File: src/hdl/cpuwd_pkg.sv
// ----------------------------------------------------------------------------
// cpuwd_pkg
// Shared widths, result codes and controller/datapath interface structs for
// the CPU share runaway watchdog.
// ----------------------------------------------------------------------------
package cpuwd_pkg;

    localparam int TIME_W  = 32;
    localparam int ID_W    = 32;
    localparam int SHARE_W = 14;
    localparam int THR_W   = 14;
    localparam int LIMIT_W = 8;
    localparam int STAT_W  = 3;
    localparam int PROD_W  = TIME_W + SHARE_W;
    localparam int DCNT_W  = $clog2(SHARE_W);

    // full share, 100.00 percent in hundredths
    localparam logic [SHARE_W-1:0] SHARE_FULL      = 14'd10000;
    localparam logic [THR_W-1:0]   RESET_THRESHOLD = 14'd8000;
    localparam logic [LIMIT_W-1:0] RESET_LIMIT     = 8'd5;

    // result status codes
    localparam logic [STAT_W-1:0] ST_PRIMED   = 3'd0;
    localparam logic [STAT_W-1:0] ST_INTERVAL = 3'd1;
    localparam logic [STAT_W-1:0] ST_NOT_ELIG = 3'd2;
    localparam logic [STAT_W-1:0] ST_BELOW    = 3'd3;
    localparam logic [STAT_W-1:0] ST_BREACH   = 3'd4;
    localparam logic [STAT_W-1:0] ST_TERM     = 3'd5;

    // configuration register indexes
    localparam logic CFG_THRESHOLD = 1'b0;
    localparam logic CFG_LIMIT     = 1'b1;

    // controller to datapath commands
    typedef struct packed {
        logic load_sample;
        logic latch_delta;
        logic load_prod;
        logic div_init;
        logic div_step;
        logic commit;
    } cpuwd_cmd_t;

    // datapath to controller status
    typedef struct packed {
        logic early;
        logic div_last;
        logic out_free;
    } cpuwd_sts_t;

endpackage

File: src/hdl/cpuwd_ctrl.sv
// ----------------------------------------------------------------------------
// cpuwd_ctrl
// Sequencer for one sample: capture, delta, multiply, serial divide, commit.
// ----------------------------------------------------------------------------
module cpuwd_ctrl
    import cpuwd_pkg::*;
(
    input  logic       clk,
    input  logic       rst_n,
    input  logic       in_valid,
    output logic       in_stall,
    input  cpuwd_sts_t sts,
    output cpuwd_cmd_t cmd
);

    localparam logic [2:0] S_IDLE   = 3'd0;
    localparam logic [2:0] S_DELTA  = 3'd1;
    localparam logic [2:0] S_MUL    = 3'd2;
    localparam logic [2:0] S_DINIT  = 3'd3;
    localparam logic [2:0] S_DIV    = 3'd4;
    localparam logic [2:0] S_FINISH = 3'd5;

    logic [2:0] state_reg;
    logic [2:0] state_next;

    assign in_stall = (state_reg != S_IDLE);

    // next state and command decode
    always_comb
    begin
        state_next = state_reg;
        cmd        = '0;
        unique case (state_reg)
            S_IDLE:
            begin
                if (in_valid)
                begin
                    cmd.load_sample = 1'b1;
                    state_next      = S_DELTA;
                end
            end
            S_DELTA:
            begin
                cmd.latch_delta = 1'b1;
                state_next      = S_MUL;
            end
            S_MUL:
            begin
                if (sts.early)
                begin
                    state_next = S_FINISH;
                end
                else
                begin
                    cmd.load_prod = 1'b1;
                    state_next    = S_DINIT;
                end
            end
            S_DINIT:
            begin
                cmd.div_init = 1'b1;
                state_next   = S_DIV;
            end
            S_DIV:
            begin
                cmd.div_step = 1'b1;
                if (sts.div_last)
                begin
                    state_next = S_FINISH;
                end
            end
            S_FINISH:
            begin
                if (sts.out_free)
                begin
                    cmd.commit = 1'b1;
                    state_next = S_IDLE;
                end
            end
            default:
            begin
                state_next = S_IDLE;
            end
        endcase
    end

    always_ff @(posedge clk or negedge rst_n)
    begin
        if (!rst_n)
        begin
            state_reg <= S_IDLE;
        end
        else
        begin
            state_reg <= state_next;
        end
    end

    // the divider only steps inside its own state
    a_step_in_div: assert property (@(posedge clk) disable iff (!rst_n)
        cmd.div_step |-> state_reg == S_DIV)
        else $error("divider step outside divide state");

    a_commit_to_idle: assert property (@(posedge clk) disable iff (!rst_n)
        cmd.commit |=> state_reg == S_IDLE)
        else $error("commit did not return to idle");

    a_accept_leaves_idle: assert property (@(posedge clk) disable iff (!rst_n)
        cmd.load_sample |=> state_reg == S_DELTA)
        else $error("accepted sample not processed");

endmodule

File: src/hdl/cpuwd_dpath.sv
// ----------------------------------------------------------------------------
// cpuwd_dpath
// Sample registers, deltas, share multiply, 14-step restoring divider,
// breach tracking, configuration registers and the output register.
// ----------------------------------------------------------------------------
module cpuwd_dpath
    import cpuwd_pkg::*;
(
    input  logic                      clk,
    input  logic                      rst_n,
    input  cpuwd_cmd_t                cmd,
    output cpuwd_sts_t                sts,
    // sample
    input  logic [TIME_W-1:0]         total_time,
    input  logic [TIME_W-1:0]         app_time,
    input  logic signed [ID_W-1:0]    app_id,
    input  logic                      is_eligible,
    // configuration
    input  logic                      cfg_valid,
    input  logic                      cfg_index,
    input  logic [THR_W-1:0]          cfg_data,
    // result
    output logic                      out_valid,
    input  logic                      out_stall,
    output logic [STAT_W-1:0]         status,
    output logic [SHARE_W-1:0]        load_share,
    output logic                      terminate
);

    // configuration
    logic [THR_W-1:0]   threshold_reg;
    logic [LIMIT_W-1:0] limit_reg;

    // captured sample
    logic [TIME_W-1:0] s_total_reg;
    logic [TIME_W-1:0] s_app_reg;
    logic [ID_W-1:0]   s_id_reg;
    logic              s_elig_reg;

    // persistent state
    logic              have_prev_reg;
    logic [TIME_W-1:0] prev_total_reg;
    logic [TIME_W-1:0] prev_app_reg;
    logic [ID_W-1:0]   prev_id_reg;
    logic [ID_W-1:0]   tracked_id_reg;
    logic [LIMIT_W-1:0] count_reg;

    // arithmetic
    logic [TIME_W-1:0]  d_total_reg;
    logic [TIME_W-1:0]  d_app_reg;
    logic               intv_reg;
    logic               cap_reg;
    logic [PROD_W-1:0]  prod_reg;
    logic [TIME_W-1:0]  rem_reg;
    logic [SHARE_W-1:0] lo_reg;
    logic [SHARE_W-1:0] quot_reg;
    logic [DCNT_W-1:0]  dcnt_reg;

    // output register
    logic               out_valid_reg;
    logic [STAT_W-1:0]  status_reg;
    logic [SHARE_W-1:0] share_reg;
    logic               term_reg;

    logic [TIME_W-1:0]  d_total;
    logic [TIME_W-1:0]  d_app;
    logic [TIME_W:0]    shifted;
    logic [TIME_W:0]    diff;
    logic               fits;

    logic [STAT_W-1:0]  res_status;
    logic [SHARE_W-1:0] res_share;
    logic               res_term;
    logic [SHARE_W-1:0] share_sel;
    logic [LIMIT_W-1:0] cnt_base;
    logic [LIMIT_W-1:0] cnt_inc;
    logic [LIMIT_W-1:0] count_next;
    logic [ID_W-1:0]    tracked_id_next;

    assign d_total = s_total_reg - prev_total_reg;
    assign d_app   = s_app_reg - prev_app_reg;

    // divider step: shift in next dividend bit, subtract when it fits
    assign shifted = {rem_reg, lo_reg[SHARE_W-1]};
    assign diff    = shifted - {1'b0, d_total_reg};
    assign fits    = (shifted >= {1'b0, d_total_reg});

    assign sts.early    = !have_prev_reg || intv_reg;
    assign sts.div_last = (dcnt_reg == DCNT_W'(SHARE_W - 1));
    assign sts.out_free = !out_valid_reg || !out_stall;

    // configuration writes
    always_ff @(posedge clk or negedge rst_n)
    begin
        if (!rst_n)
        begin
            threshold_reg <= RESET_THRESHOLD;
            limit_reg     <= RESET_LIMIT;
        end
        else if (cfg_valid)
        begin
            unique case (cfg_index)
                CFG_THRESHOLD: threshold_reg <= cfg_data;
                CFG_LIMIT:     limit_reg     <= cfg_data[LIMIT_W-1:0];
                default:       threshold_reg <= threshold_reg;
            endcase
        end
    end

    // sample capture, deltas, multiply and divide
    always_ff @(posedge clk)
    begin
        if (cmd.load_sample)
        begin
            s_total_reg <= total_time;
            s_app_reg   <= app_time;
            s_id_reg    <= $unsigned(app_id);
            s_elig_reg  <= is_eligible;
        end
        if (cmd.latch_delta)
        begin
            d_total_reg <= d_total;
            d_app_reg   <= d_app;
            intv_reg    <= (d_total == '0) || (prev_id_reg != s_id_reg);
            cap_reg     <= (d_app >= d_total);
        end
        if (cmd.load_prod)
        begin
            prod_reg <= PROD_W'(d_app_reg) * PROD_W'(SHARE_FULL);
        end
        if (cmd.div_init)
        begin
            rem_reg  <= prod_reg[PROD_W-1:SHARE_W];
            lo_reg   <= prod_reg[SHARE_W-1:0];
            quot_reg <= '0;
            dcnt_reg <= '0;
        end
        else if (cmd.div_step)
        begin
            rem_reg  <= fits ? diff[TIME_W-1:0] : shifted[TIME_W-1:0];
            lo_reg   <= {lo_reg[SHARE_W-2:0], 1'b0};
            quot_reg <= {quot_reg[SHARE_W-2:0], fits};
            dcnt_reg <= dcnt_reg + DCNT_W'(1);
        end
    end

    // result decision
    always_comb
    begin
        share_sel       = cap_reg ? SHARE_FULL : quot_reg;
        cnt_base        = (tracked_id_reg != s_id_reg) ? '0 : count_reg;
        cnt_inc         = cnt_base + LIMIT_W'(1);
        res_status      = ST_PRIMED;
        res_share       = '0;
        res_term        = 1'b0;
        count_next      = count_reg;
        tracked_id_next = tracked_id_reg;
        priority if (!have_prev_reg)
        begin
            res_status = ST_PRIMED;
        end
        else if (intv_reg)
        begin
            res_status      = ST_INTERVAL;
            count_next      = '0;
            tracked_id_next = '0;
        end
        else if (!s_elig_reg)
        begin
            res_status      = ST_NOT_ELIG;
            res_share       = share_sel;
            count_next      = '0;
            tracked_id_next = '0;
        end
        else if (share_sel < threshold_reg)
        begin
            res_status      = ST_BELOW;
            res_share       = share_sel;
            count_next      = '0;
            tracked_id_next = s_id_reg;
        end
        else if (cnt_inc < limit_reg)
        begin
            res_status      = ST_BREACH;
            res_share       = share_sel;
            count_next      = cnt_inc;
            tracked_id_next = s_id_reg;
        end
        else
        begin
            res_status      = ST_TERM;
            res_share       = share_sel;
            res_term        = 1'b1;
            count_next      = '0;
            tracked_id_next = '0;
        end
    end

    // persistent state update
    always_ff @(posedge clk or negedge rst_n)
    begin
        if (!rst_n)
        begin
            have_prev_reg  <= 1'b0;
            prev_total_reg <= '0;
            prev_app_reg   <= '0;
            prev_id_reg    <= '0;
            tracked_id_reg <= '0;
            count_reg      <= '0;
        end
        else if (cmd.commit)
        begin
            have_prev_reg  <= 1'b1;
            prev_total_reg <= s_total_reg;
            prev_app_reg   <= s_app_reg;
            prev_id_reg    <= s_id_reg;
            tracked_id_reg <= tracked_id_next;
            count_reg      <= count_next;
        end
    end

    // output register
    always_ff @(posedge clk or negedge rst_n)
    begin
        if (!rst_n)
        begin
            out_valid_reg <= 1'b0;
        end
        else if (cmd.commit)
        begin
            out_valid_reg <= 1'b1;
        end
        else if (!out_stall)
        begin
            out_valid_reg <= 1'b0;
        end
    end

    always_ff @(posedge clk)
    begin
        if (cmd.commit)
        begin
            status_reg <= res_status;
            share_reg  <= res_share;
            term_reg   <= res_term;
        end
    end

    assign out_valid  = out_valid_reg;
    assign status     = status_reg;
    assign load_share = share_reg;
    assign terminate  = term_reg;

    a_term_status: assert property (@(posedge clk) disable iff (!rst_n)
        out_valid_reg |-> (term_reg == (status_reg == ST_TERM)))
        else $error("terminate flag disagrees with status");

    a_share_range: assert property (@(posedge clk) disable iff (!rst_n)
        out_valid_reg |-> share_reg <= SHARE_FULL)
        else $error("share above full scale");

    a_commit_primes: assert property (@(posedge clk) disable iff (!rst_n)
        cmd.commit |=> (have_prev_reg && out_valid_reg))
        else $error("commit did not prime state or load output");

    a_commit_free: assert property (@(posedge clk) disable iff (!rst_n)
        cmd.commit |-> sts.out_free)
        else $error("result overwritten before delivery");

endmodule

File: src/hdl/cpu_share_runaway_watchdog.sv
// ----------------------------------------------------------------------------
// cpu_share_runaway_watchdog
// Per-sample CPU share watchdog: computes the app share of run time and
// orders termination after a run of consecutive breaching samples.
//
// Channel  Direction  Handshake               Payload
// in       sink       in_valid / in_stall     total_time, app_time, app_id,
//                                             is_eligible
// out      source     out_valid / out_stall   status, load_share, terminate
// cfg      sink       cfg_valid / cfg_ready   cfg_index, cfg_data
//
// One sample at a time. A priming or interval-reset sample skips the share
// multiply and the divide; every other sample runs the share multiply and
// then the 14-step restoring divider (one quotient bit per cycle). The
// result sits in an output register; a new sample is accepted while it
// waits, and the next result is held back in the finish state until that
// one is taken.
// Reset (rst_n, asynchronous) restores threshold 8000, limit 5 and unprimed
// state. cfg_ready is always high.
// ----------------------------------------------------------------------------
module cpu_share_runaway_watchdog
    import cpuwd_pkg::*;
(
    input  logic                   clk,
    input  logic                   rst_n,
    // sample input
    input  logic                   in_valid,
    output logic                   in_stall,
    input  logic [TIME_W-1:0]      total_time,
    input  logic [TIME_W-1:0]      app_time,
    input  logic signed [ID_W-1:0] app_id,
    input  logic                   is_eligible,
    // result output
    output logic                   out_valid,
    input  logic                   out_stall,
    output logic [STAT_W-1:0]      status,
    output logic [SHARE_W-1:0]     load_share,
    output logic                   terminate,
    // configuration
    input  logic                   cfg_valid,
    output logic                   cfg_ready,
    input  logic                   cfg_index,
    input  logic [THR_W-1:0]       cfg_data
);

    cpuwd_cmd_t cmd;
    cpuwd_sts_t sts;

    assign cfg_ready = 1'b1;

    cpuwd_ctrl u_ctrl (
        .clk      (clk),
        .rst_n    (rst_n),
        .in_valid (in_valid),
        .in_stall (in_stall),
        .sts      (sts),
        .cmd      (cmd)
    );

    cpuwd_dpath u_dpath (
        .clk         (clk),
        .rst_n       (rst_n),
        .cmd         (cmd),
        .sts         (sts),
        .total_time  (total_time),
        .app_time    (app_time),
        .app_id      (app_id),
        .is_eligible (is_eligible),
        .cfg_valid   (cfg_valid),
        .cfg_index   (cfg_index),
        .cfg_data    (cfg_data),
        .out_valid   (out_valid),
        .out_stall   (out_stall),
        .status      (status),
        .load_share  (load_share),
        .terminate   (terminate)
    );

endmodule

File: config.mk
export PLATFORM = sky130hd
export DESIGN_NAME = cpu_share_runaway_watchdog
export DESIGN_NICKNAME = d
export VERILOG_FILES = /design/src/hdl/cpuwd_pkg.sv /design/src/hdl/cpuwd_ctrl.sv /design/src/hdl/cpuwd_dpath.sv /design/src/hdl/cpu_share_runaway_watchdog.sv
export SDC_FILE = /design/constraint.sdc
export NUM_CORES = 1
export LEC_CHECK = 0
export ABC_CLOCK_PERIOD_IN_PS = 14500
export BUFFER_PORTS_ARGS = -buffer_cell sky130_fd_sc_hd__buf_4
export CAP_MARGIN = 20
export CORE_MARGIN = 3
export CORE_UTILIZATION = 46
export DETAILED_ROUTE_END_ITERATION = 10
export GPL_ROUTABILITY_DRIVEN = 0
export HOLD_SLACK_MARGIN = 0.1
export SLEW_MARGIN = 25
export SYNTH_ARGS = -nofsm -noshare
export SYNTH_HDL_FRONTEND = slang
export SYNTH_SLANG_ARGS = --single-unit
File: constraint.sdc
create_clock -name clk -period 14.5 [get_ports clk]
set_input_delay 0.725 -clock clk [delete_from_list [all_inputs] [get_ports clk]]
set_output_delay 0.725 -clock clk [all_outputs]
set_load 0.1 [all_outputs]
==> results of run 1 <==
==> metrics by stage <==
| step | util | cells | instance area, um2 |
|---|---|---|---|
| final | 0.529 | 3559 | 31400 |
| after global routing | 0.529 | 3559 | 31400 |
| after CTS | 0.529 | 3559 | 31400 |
| after detailed placement | 0.501 | 3472 | 29700 |
| after global placement | 0.501 | 3472 | 29700 |
| after floorplan | - | 2604 | 27800 |
==> cell type report <==
cell class	instances	area [um2]	area share
multi-input combinational	1741	13900	0.441
sequential	446	12400	0.395
inverter	360	1350	0.0431
clock buffer	57	1250	0.0399
timing repair buffer	152	1150	0.0367
tap	773	967	0.0308
clock inverter	30	415	0.0132
==> kinds of logic after synthesis <==
group,after synthesis,share of synthesized area
simple gates,561,0.0954
fa+ha+maj,353,0.182
compound gates,596,0.142
buf+inv,417,0.0568
mux,48,0.0194
other cells,1,0.000135
xor+xnor,182,0.0576
flops,446,0.446
==> layer usage <==
layer	routed length [um]	track usage
met1	29400	0.273
met2	26000	0.291
met3	2070	0.0278
met4	1300	0.0470
met5	0	0
==> synth_stat cells, types with 46 or more instances <==
cell type | instances | area [um2]
a21o_1 | 80 | 601
a21oi_1 | 137 | 686
a22o_1 | 52 | 455
clkbuf_1 | 49 | 184
dfrtp_1 | 155 | 3880
edfxtp_1 | 265 | 7960
fa_1 | 86 | 1720
ha_1 | 267 | 3340
inv_1 | 359 | 1350
mux2_2 | 46 | 518
nand2_1 | 217 | 815
nor2_1 | 115 | 432
o21ai_0 | 148 | 741
xnor2_1 | 103 | 902
xor2_1 | 78 | 683
==> worst max-delay path by stage <==
| stage | from | to | cells after the start |
|---|---|---|---|
| 5_1_grt | u_dpath.d_app_reg[6] | u_dpath.prod_reg[45] | 20 |
| 6_report | u_dpath.d_app_reg[6] | u_dpath.prod_reg[45] | 20 |
| 4_1_cts | u_dpath.d_app_reg[6] | u_dpath.prod_reg[45] | 20 |
| 3_3_place_gp | u_dpath.d_app_reg[6] | u_dpath.prod_reg[45] | 20 |
| 3_5_place_dp | u_dpath.d_app_reg[6] | u_dpath.prod_reg[45] | 20 |
| 2_1_floorplan | u_ctrl.state_reg[0] | u_dpath.s_app_reg[0] | 3 |
==> layout by cell type, fill, tap and decap left out, types with 6 or more instances in the layout <==
master	netlist	layout
a211o_1	6	6
a211oi_1	12	12
a21o_1	80	80
a21oi_1	137	137
a22o_1	52	52
a31oi_1	22	22
and2_1	22	22
and3_1	15	15
buf_4	3	149
bufinv_16	0	8
clkbuf_1	49	6
clkbuf_16	0	47
clkinv_1	1	8
clkinv_2	0	8
dfrtp_1	155	155
dfstp_2	8	8
dfxtp_1	18	18
edfxtp_1	265	265
fa_1	86	86
ha_1	267	267
inv_1	359	358
mux2_2	46	46
nand2_1	217	217
nand2b_1	27	27
nand3_1	22	21
nand4_1	30	30
nor2_1	115	112
nor2b_1	29	29
nor3_1	31	30
nor4_1	19	19
o211ai_1	8	8
o21a_1	29	29
o21ai_0	148	148
o21ai_1	6	6
o21bai_1	14	14
o31ai_1	9	8
or2_2	9	9
xnor2_1	103	103
xor2_1	78	78
==> worst max-delay path, cell delays in order (launching register included) <==
cell	delay, ns
edfxtp_1	0.42
inv_1	0.14
fa_1	0.55
inv_1	0.04
ha_1	0.29
fa_1	0.48
ha_1	0.29
inv_1	0.05
fa_1	0.49
inv_1	0.04
ha_1	0.35
and3_1	0.22
a221o_1	0.39
a22oi_1	0.27
a21oi_1	0.20
nor2_1	0.23
o21ai_1	0.17
or4_1	0.52
a31o_2	0.26
a31o_1	0.22
xor2_1	0.13
==> results.toml, run 1 <==
[timing]
rsz0062_at_grt = "no"
worst_slew_pin_slew_ns = 0.892
final-hold-violation-count = 0
min_period_ns = 6.04
fin_tns_setup_ns = 0
max_freq_ghz = 0.166
relSlewSlack = 0.400
period_share = 0.416
drv_slew = 0
setup_violations = 0
hold_ws_ns = 0.186
fin_worst_skew_ns = 0.0343
fin_ws_ns = 8.46

[setup_path]
r2r_cells = 20
startpoint_type = "flip-flop"
rr_startpoint = "u_dpath.d_app_reg[6]"
cp.arrival_ns = 6.37
crit_type = "reg -> reg"
r2r_slack_ns = 8.46
endpoint_kind = "flip-flop"
cp.required_ns = 14.83
reg2reg_to = "u_dpath.prod_reg[45]"
cp_max_fo = 5

[drt]
wl_per_cell_um = 16.5
drc_errors = 0
antenna_left = 0
via_per_inst = 5.20
dr.pass1.iters = 6
drt-total-wl_um = 58800
drt_iter0_drc = 1001
vias = 18522

[yosys]
yosysUniqueCellTypes = 91
yosysWarningCount = 0
synth_cells = 2604
synth-edff-count = 265
syn_area_per_cell_um2 = 10.7
syn_area_um2 = 27800
postSynth.asyncResetShare = 0.365
synth-seq-area-share = 0.446
syn_nets = 3074
ys_seq_elements = 446
synth_ff_type = "edfxtp_1"

[global_routing]
gr-total-overflow = 0
grt_pass1_wl_um = 95900
grt_pass1_vias = 18632
grt_usage = 0.186
grt_max_degree = 121
antenna_found_initial = 0

[die]
boundaryPins = 138
rows = 89
die_y_um = 252
initial_core_util = 0.468
die_area_um2 = 63400
core_area_um2 = 59400
die-width_um = 252

[clocking]
cts_tree = "yes"
cts_hold_buf = 0
clk_pin_slew_ns = 0.06
htreeDepth = 2
cts_resized = 0
clockBufferDepth = 3
root_buffer = "clkbuf_16"
cts_buffers = 47
cts_sinks = 446
post_cts_buffers = 0
insertion_delay_ns = 0.61

[finish]
area_delta_synth_final_pct = 13.0
largest_reg_flops = 42
fill_cells = 5192
n_antenna_cell = 0
fin_nets = 3218
drive_above_1_share = 0.115

[worst_hold_path]
min_path_type = "in -> async"

[run_status]
outcome = "completed"

[flow_run]
drv_cap = 0

[place]
port_buffers = 136
hpwl_um = 44900
dp_slack_ns = 8.55
Power of run 1 is not shown: default switching activity piles up to over one toggle a cycle in this logic, so the estimate is an artifact.
==> run 2, diff against run 1 <==
--- a/config.mk
+++ b/config.mk
@@ -5,7 +5,7 @@
 export SDC_FILE = /design/constraint.sdc
 export NUM_CORES = 1
 export LEC_CHECK = 0
-export ABC_CLOCK_PERIOD_IN_PS = 14500
+export ABC_CLOCK_PERIOD_IN_PS = 5300
 export BUFFER_PORTS_ARGS = -buffer_cell sky130_fd_sc_hd__buf_4
 export CAP_MARGIN = 20
 export CORE_MARGIN = 3
@@ -13,6 +13,7 @@
 export DETAILED_ROUTE_END_ITERATION = 10
 export GPL_ROUTABILITY_DRIVEN = 0
 export HOLD_SLACK_MARGIN = 0.1
+export PLACE_DENSITY = 0.65
 export SLEW_MARGIN = 25
 export SYNTH_ARGS = -nofsm -noshare
 export SYNTH_HDL_FRONTEND = slang
==> constraint.sdc (replaced) <==
create_clock -name clk -period 5.3 [get_ports clk]
set_input_delay 0.265 -clock clk [delete_from_list [all_inputs] [get_ports clk]]
set_output_delay 0.265 -clock clk [all_outputs]
set_load 0.1 [all_outputs]
==> run 2 against run 1 <==
Net effect:
- sequential share of layout area down 2.5 points
- design area up 6.7%
- cell count up 6.0%
- worst setup slack worse by 8.4 ns
- wire length up 6.3%
- sequential cell count unchanged
- clock-buffer cell count down 1
- maximum frequency up 16%
- critical endpoint is now u_dpath.prod_reg[44]
==> results.toml, run 2 (synthesis results as in run 1) <==
[finish]
drive_above_1_share = 0.160
fin_nets = 3433
largest_reg_flops = 42
area_delta_synth_final_pct = 20.6
final_cell_mix = "inv_1, edfxtp_1, ha_1"
final_cells = 3773
layout_commonest_cell = "inv_1"
n_antenna_cell = 0
stdcell_area_um2 = 33500

[timing]
setup_violations = 0
final-hold-violation-count = 0
period_share = 0.984
worst_slew_pin_slew_ns = 0.869
relSlewSlack = 0.419
drv_slew = 0
fin_tns_setup_ns = 0
min_period_ns = 5.22
fin_worst_skew_ns = 0.0491
max_freq_ghz = 0.192
rsz0062_at_grt = "yes"

[drt]
dr.pass1.iters = 5
wl_per_cell_um = 16.6
drc_errors = 0
drt_iter0_drc = 1140
drt-total-wl_um = 62500
vias = 19815
via_per_inst = 5.25
antenna_left = 0

[global_routing]
busiest_layer = "met2"
grt_pass1_vias = 20058
grt_max_degree = 120
antenna_found_initial = 0
grtUsageMet2 = 0.327
met1_usage = 0.267
grt_usage = 0.195
grt_pass1_wl_um = 101000
gr-total-overflow = 0
use_met3 = 0.0248

[die]
die_area_um2 = 63400
boundaryPins = 138
rows = 89
die_y_um = 252
die-width_um = 252
core_area_um2 = 59400
initial_core_util = 0.468

[clocking]
clk_pin_slew_ns = 0.06
cts_sinks = 446
clockBufferDepth = 3
htreeDepth = 2
cts_buffers = 46
cts_tree = "yes"
insertion_delay_ns = 0.61
root_buffer = "clkbuf_16"

[flow_run]
drv_cap = 0

[setup_path]
r2r_cells = 25
cp.arrival_ns = 5.53
r2r_slack_ns = 0.08
cp_max_fo = 3
critPathTopFamily = "adder cells"
cp.required_ns = 5.62
critPathSlowestCell = "fa_2"
critPathMaxStageDelay_ns = 0.55
critPathMostFrequentCell = "inv_2"
rr_startpoint = "u_dpath.d_app_reg[6]"
endpoint_kind = "flip-flop"
cp_num_buf_inv = 9
crit_cells = 25
crit_type = "reg -> reg"
reg2reg_to = "u_dpath.prod_reg[44]"
startpoint_type = "flip-flop"

[place]
hpwl_um = 45400
dp_cells = 3561
port_buffers = 136
postPlaceCellArea_um2 = 30400

[worst_hold_path]
worstHoldPathCells = 5
min_to = "u_dpath.threshold_reg[10]"
min_path_type = "in -> reg"
min_from = "cfg_index"

[run_status]
outcome = "completed"
-- run 2: cell count changes in the layout (fill, tap and decap cells not counted), sizes merged --
cell,delta
dlygate4sd3,+114
inv,+3
clkinvlp,+4
clkinv,-6
bufinv,-2
buf,+102
clkbuf,-1
-- run 2: stage by stage --
| stage | hold slack [ns] | setup slack, ns | util |
|---|---|---|---|
| 3_3_place_gp | 0.263 | -0.176 | 0.513 |
| 2_1_floorplan | -0.0306 | 0.000765 | - |
| 6_report | 0.147 | 0.0845 | 0.565 |
| 5_1_grt | 0.158 | -0.110 | 0.565 |
| 3_5_place_dp | 0.264 | -0.266 | 0.513 |
| 4_1_cts | 0.113 | 0.0000258 | 0.561 |
-- run 2: area by class of cell --
| type | instances | area (um2) |
|---|---|---|
| fill | 4839 | 25800 |
| tap | 773 | 967 |
| clock inverter | 29 | 362 |
| timing repair buffer | 368 | 3080 |
| inverter | 360 | 1350 |
| clock buffer | 56 | 1220 |
| multi-input combinational | 1741 | 14100 |
| sequential | 446 | 12400 |
-- run 2: worst max path at each step --
| stage | startpoint | to | slack [ns] |
|---|---|---|---|
| final | u_dpath.d_app_reg[6] | u_dpath.prod_reg[44] | 0.08 |
| after CTS | u_dpath.d_app_reg[17] | u_dpath.prod_reg[45] | 0.00003 |
| after global routing | u_dpath.d_app_reg[6] | u_dpath.prod_reg[44] | -0.11 |
| after detailed placement | u_dpath.d_app_reg[6] | u_dpath.prod_reg[45] | -0.27 |
| after floorplan | u_dpath.d_app_reg[20] | u_dpath.prod_reg[45] | 0.0008 |
| after global placement | u_dpath.d_app_reg[6] | u_dpath.prod_reg[45] | -0.18 |
-- run 2: routing by layer --
| layer | share of wire | wire, um |
|---|---|---|
| met5 | 0 | 0 |
| met4 | 0.027 | 1690 |
| met2 | 0.47 | 29600 |
| met1 | 0.47 | 29200 |
| met3 | 0.032 | 2020 |
-- run 2: tightest hold or removal path, cell delays in order --
cell     delay, ns
buf_4         0.08
nor2b_1       0.03
buf_4         0.20
nand2_1       0.08
o21ai_0       0.07
-- run 2: timing repair --
item / in CTS / in global routing
hold buffers: 114 / 0
buffers inserted: 4 / 8
hold endpoints to repair: 178 / 0
endpoints found under the setup margin: 3 / 8
gates resized for setup: 24 / 41
pin swaps: 21 / 20
Power of run 2 is left out for the same reason.
